**src/rtl/rmt_pkg.sv**
```systemverilog
// Shared types and constants for the running median tracker.
package rmt_pkg;

  localparam int unsigned ValueW      = 31;
  localparam int unsigned CountW      = 11;
  localparam int unsigned CapacityDef = 1024;

  typedef struct packed {
    logic [ValueW-1:0] value;
    logic              start_new;
  } in_word_t;

  typedef struct packed {
    logic [ValueW-1:0] median;
    logic [CountW-1:0] count_so_far;
    logic              store_full;
  } out_word_t;

  // Broadcast from the top level to every cell of the chain.
  typedef struct packed {
    logic              en;
    logic [ValueW-1:0] value;
  } ins_t;

endpackage

```
**src/rtl/rmt_cell.sv**
```systemverilog
// One compare-and-shift cell of the sorted insertion chain.
module rmt_cell (
  input  logic                        clk_i,
  input  rmt_pkg::ins_t               ins_i,
  input  logic                        occ_i,
  input  logic [rmt_pkg::ValueW-1:0]  left_value_i,
  input  logic                        left_gt_i,
  output logic [rmt_pkg::ValueW-1:0]  value_o,
  output logic                        gt_o
);

  logic [rmt_pkg::ValueW-1:0] value_q;
  logic [rmt_pkg::ValueW-1:0] value_d;

  assign gt_o    = occ_i & (value_q > ins_i.value);
  assign value_o = value_q;

  always_comb begin
    if (left_gt_i) begin
      value_d = left_value_i;
    end else if (gt_o || !occ_i) begin
      value_d = ins_i.value;
    end else begin
      value_d = value_q;
    end
  end

  always_ff @(posedge clk_i) begin
    if (ins_i.en) begin
      value_q <= value_d;
    end
  end

endmodule

```
**config.mk**
```make
export PLATFORM = sky130hd
export DESIGN_NAME = rmt_cell
export DESIGN_NICKNAME = d
export VERILOG_FILES = /design/src/rtl/rmt_pkg.sv /design/src/rtl/rmt_cell.sv
export SDC_FILE = /design/constraint.sdc
export NUM_CORES = 1
export LEC_CHECK = 0
export ABC_CLOCK_PERIOD_IN_PS = 16400
export BUFFER_PORTS_ARGS = -buffer_cell sky130_fd_sc_hd__buf_2
export CAP_MARGIN = 40
export CORE_ASPECT_RATIO = 0.7
export CORE_MARGIN = 3
export CORE_UTILIZATION = 50
export CTS_CLUSTER_DIAMETER = 50
export DETAILED_ROUTE_END_ITERATION = 12
export PLACE_DENSITY = 0.81
export RECOVER_POWER = 50
export SYNTH_ARGS = -nofsm -noshare
export SYNTH_HDL_FRONTEND = slang
export SYNTH_SLANG_ARGS = --single-unit
export TNS_END_PERCENT = 5
```
**constraint.sdc**
```tcl
create_clock -name clk_i -period 16.4 [get_ports clk_i]
set_input_delay 3.28 -clock clk_i [delete_from_list [all_inputs] [get_ports clk_i]]
set_output_delay 3.28 -clock clk_i [all_outputs]
set_load 0.01 [all_outputs]
```
==> results.txt <==
* Result of the run: finished, violations left
- Failing checks: max-capacitance violations, max-slew violations
- Dividing the detail-routed wire length by the instance count gives 13.12 µm.
- Number of antenna violations at the first check in global routing: 0
- Dividing the detail-routed via count by the number of cells gives 5.014.
- The total area inside the core boundary comes to 3970 µm².
- Synthesized flop and latch total: 31
- Final net count: 415
- # hold bufs at CTS: 0
- Slew Viols, Final: 63
- Post-synth net total: 316
- Data arrival time at the worst-slack endpoint: 5110 ps
* R2r startpoint: value_o[28]$_DFFE_PP_
- Worst Path Required: 13,120 ps
* Reg2Reg Setup Slack: 13,790 ps
- Power density over the cells: 76.77 nW/µm²
* Number of nets with antenna violations after routing: 0
- Hold Violations, Final: 0
- The HPWL after detailed placement is 3827 µm.
* Critical Path, Cell by Cell: buf_2, inv_1, ha_1, and3_4, a221o_1, a221o_1, o311ai_1, a21oi_1, buf_2
- Summed over all failing endpoints, the final setup total negative slack is 0 ps.
- Depth of the CTS H-tree: 2
- Via count of the first global-routing pass: 1,718
- Clock slew seen by the registers of the worst setup and hold paths: 60 ps
* Post-cts repair resize count: 0
- In this run the worst path has a maximum fanout of 4.
* Worst-case hold slack: 1475 ps
- From synthesis to final layout, the design area changed by 27.63%.
- Share of post-route cells with drive strength above 1: 23.97%
* Placed standard-cell area: 2638 µm²
- Launching element type of the critical path: input pin
- Total number of vias: 1,850
- The synthesized netlist occupies a cell area of 2092 µm².
- In this run the tightest slew margin relative to its limit is -45.00%.
- The tool flagged a number of max-cap violations equal to 1.
- For this run, the top clock speed supported by timing is 0.1192 GHz.
* Hold Crit Class: register to register
- Across the VDD grid, the largest voltage drop is 0.05483 mV.
- Antenna diodes: 0
- 1st-iter DRT viols: 98
- TritonCTS created 5 clock buffers.
- Ratio of final minimum period to clock period: 51.16%
- For the worst flop-to-flop path, the logic depth is 7.
* Tot GR Track Use: 20.05%
- The design draws 205.0 µW.
- Port buffering added 97 buffers.
- The finished cells cover 2670 µm².
- The first detailed-routing pass ran for 4 iterations.
- Final critical delay including setup and external delays: 8390 ps
- The later pin in the worst-skew pair is clocked with a latency of 280 ps.
- CP max stage cell: sky130_fd_sc_hd__a221o_1
- Busiest metal layer after global routing: met2
- The first global-routing pass estimated 7845 µm of wire.
* Met3 track demand over resource in global routing: 6.474%
- 98 I/O pins were placed.
- Destination of the critical timing path: gt_o
* Die Area: 5009 µm²
- The congestion estimate from routability-driven global placement came to 0.7852.
- Launch point of the worst path: ins_i[29]
* Largest stage delay on the critical path: 350 ps
- Final setup violation count: 0
- Root cell of the clock tree: sky130_fd_sc_hd__clkbuf_8
- Grt met2 use: 30.59%
- STA classifies the critical path endpoint as a primary output.
- Critical path class: input pin to primary output
- Share of the yosys chip area belonging to registers: 44.50%
- Number of standard cells after synthesis: 219
- Yosys synthesis warning count: 0
* Die Span X: 83.31 µm
* Largest register FFs: 31
- Maximum clock skew at final layout: 4.974 ps
- After detailed routing, the total wire length is 4843 µm.
* Largest net degree at the start of global routing: 63
- After detailed routing, the number of remaining DRC violations is 0.
- TritonCTS clock tree: done
- Unrepaired setup endpoints after global routing: false
* Die height: 60.12 µm
* Endpoint of the worst-slack reg-to-reg timing path: value_o[12]$_DFFE_PP_
* Global route overflow: 0
- Std-Cell Rows: 19
* Leakage power: 1.285 nW
* Netlist cell types: 28
- At the pin with the least slew margin, the transition time is 2175 ps.
- Routing usage on met1: 27.56%
- For this configuration, the core starts out at a cell density of 52.69%.
- Mean instance size in the synthesized netlist: 9.553 µm²
- Postcts setup bufs: 0
* Sinks on the clock net: 31
- Worst-case clock buffer depth: 2
[logic make-up after synthesis]
| kind of cell | Yosys count | synth area share, % |
|---|---|---|
| compound gates | 57 | 15.49 |
| fa+ha+maj | 31 | 18.54 |
| buf+inv | 41 | 7.357 |
| flops | 31 | 44.50 |
| mux | 1 | 0.5382 |
| simple gates | 58 | 13.58 |
[critical path: cells and delay by family]
| kind | cells | cell delay [ps] |
|---|---|---|
| AO/OA/AOI/OAI | 4 | 1050 |
| adder cells (fa/ha/maj) | 1 | 320 |
| buffers and inverters | 3 | 260 |
| AND/OR/NAND/NOR | 1 | 190 |
[power by group]
group	total (mW)	leakage, nW	switching (mW)	internal [mW]
logic	0.0513	0.947	0.0291	0.0222
registers	0.100	0.301	0.00393	0.0965
clock network	0.0532	0.0371	0.0251	0.0282
total	0.205	1.29	0.0581	0.147
[area by class of cell]
| cell class | instances | area (µm²) |
|---|---|---|
| flip-flops and latches | 31 | 930.9 |
| repair buffers | 99 | 460.4 |
| inverters | 34 | 127.6 |
| fillers | 350 | 1300 |
| multi-input cells | 147 | 1013 |
| well taps | 52 | 65.06 |
| clock buffers | 6 | 72.57 |
[stage by stage]
step           worst slack [ps]  std cells  utilization, %
2_1_floorplan              8229        219               -
3_3_place_gp               8067        363           66.44
3_5_place_dp               8018        363           66.44
4_1_cts                    8020        369           68.26
5_1_grt                    7944        369           67.26
6_report                   8010        369           67.26
[per-layer routing]
| metal | wire (µm) | up-vias |
|---|---|---|
| met3 | 304 | 2 |
| met1 | 2352 | 813 |
| li1 | - | 978 |
| met5 | 0 | - |
| met2 | 2166 | 57 |
| met4 | 19 | 0 |
[synth_stat cells]
cell type | number | area [µm²]
sky130_fd_sc_hd__mux2_2 | 1 | 11.26
sky130_fd_sc_hd__nor4b_1 | 2 | 17.52
sky130_fd_sc_hd__a21o_1 | 4 | 30.03
sky130_fd_sc_hd__o311ai_1 | 1 | 8.760
sky130_fd_sc_hd__o21ai_0 | 32 | 160.2
sky130_fd_sc_hd__and3_1 | 1 | 6.260
sky130_fd_sc_hd__inv_1 | 34 | 127.6
sky130_fd_sc_hd__a221o_1 | 2 | 20.02
sky130_fd_sc_hd__nand3b_1 | 1 | 7.510
sky130_fd_sc_hd__nand3_1 | 7 | 35.03
sky130_fd_sc_hd__nor2_1 | 2 | 7.510
sky130_fd_sc_hd__nand2_1 | 34 | 127.6
sky130_fd_sc_hd__a31oi_1 | 1 | 6.260
sky130_fd_sc_hd__and3_4 | 1 | 11.26
sky130_fd_sc_hd__o211ai_1 | 1 | 7.510
sky130_fd_sc_hd__edfxtp_1 | 31 | 930.9
sky130_fd_sc_hd__nand4_1 | 5 | 31.28
sky130_fd_sc_hd__a211o_1 | 1 | 8.760
sky130_fd_sc_hd__o21a_1 | 1 | 7.510
sky130_fd_sc_hd__ha_1 | 31 | 387.9
sky130_fd_sc_hd__a21oi_1 | 13 | 65.06
sky130_fd_sc_hd__and2_1 | 1 | 6.260
sky130_fd_sc_hd__nor2b_1 | 1 | 6.260
sky130_fd_sc_hd__nor4_1 | 1 | 6.260
sky130_fd_sc_hd__clkbuf_1 | 7 | 26.28
sky130_fd_sc_hd__a2111oi_1 | 1 | 10.01
sky130_fd_sc_hd__nand4b_1 | 1 | 8.760
sky130_fd_sc_hd__nor4_2 | 1 | 12.51
[cells in the final DEF, fill, tap and decap left out, drive strengths merged]
cell	count
buf	67
clkbuf	38
inv	34
nand2	34
o21ai	32
ha	31
edfxtp	31
a21oi	13
nand3	7
nand4	5
a21o	4
a221o	2
nor2	2
nor4	2
and3	2
nor4b	2
mux2	1
nand3b	1
o21a	1
nand4b	1
a211o	1
a31oi	1
and2	1
o311ai	1
nor2b	1
o211ai	1
a2111oi	1
[worst min-delay path by stage]
| stage | startpoint | end | slack (ps) | cells past startpoint |
|---|---|---|---|---|
| after floorplan | value_o[15]$_DFFE_PP_ | value_o[0]$_DFFE_PP_ | 1570 | 6 |
| after global placement | value_o[15]$_DFFE_PP_ | value_o[19]$_DFFE_PP_ | 1440 | 7 |
| after detailed placement | value_o[15]$_DFFE_PP_ | value_o[23]$_DFFE_PP_ | 1470 | 7 |
| after CTS | value_o[15]$_DFFE_PP_ | value_o[1]$_DFFE_PP_ | 1480 | 7 |
| after global routing | value_o[15]$_DFFE_PP_ | value_o[1]$_DFFE_PP_ | 1570 | 7 |
| final | value_o[15]$_DFFE_PP_ | value_o[1]$_DFFE_PP_ | 1470 | 7 |
(Power assumes the default switching activity.)
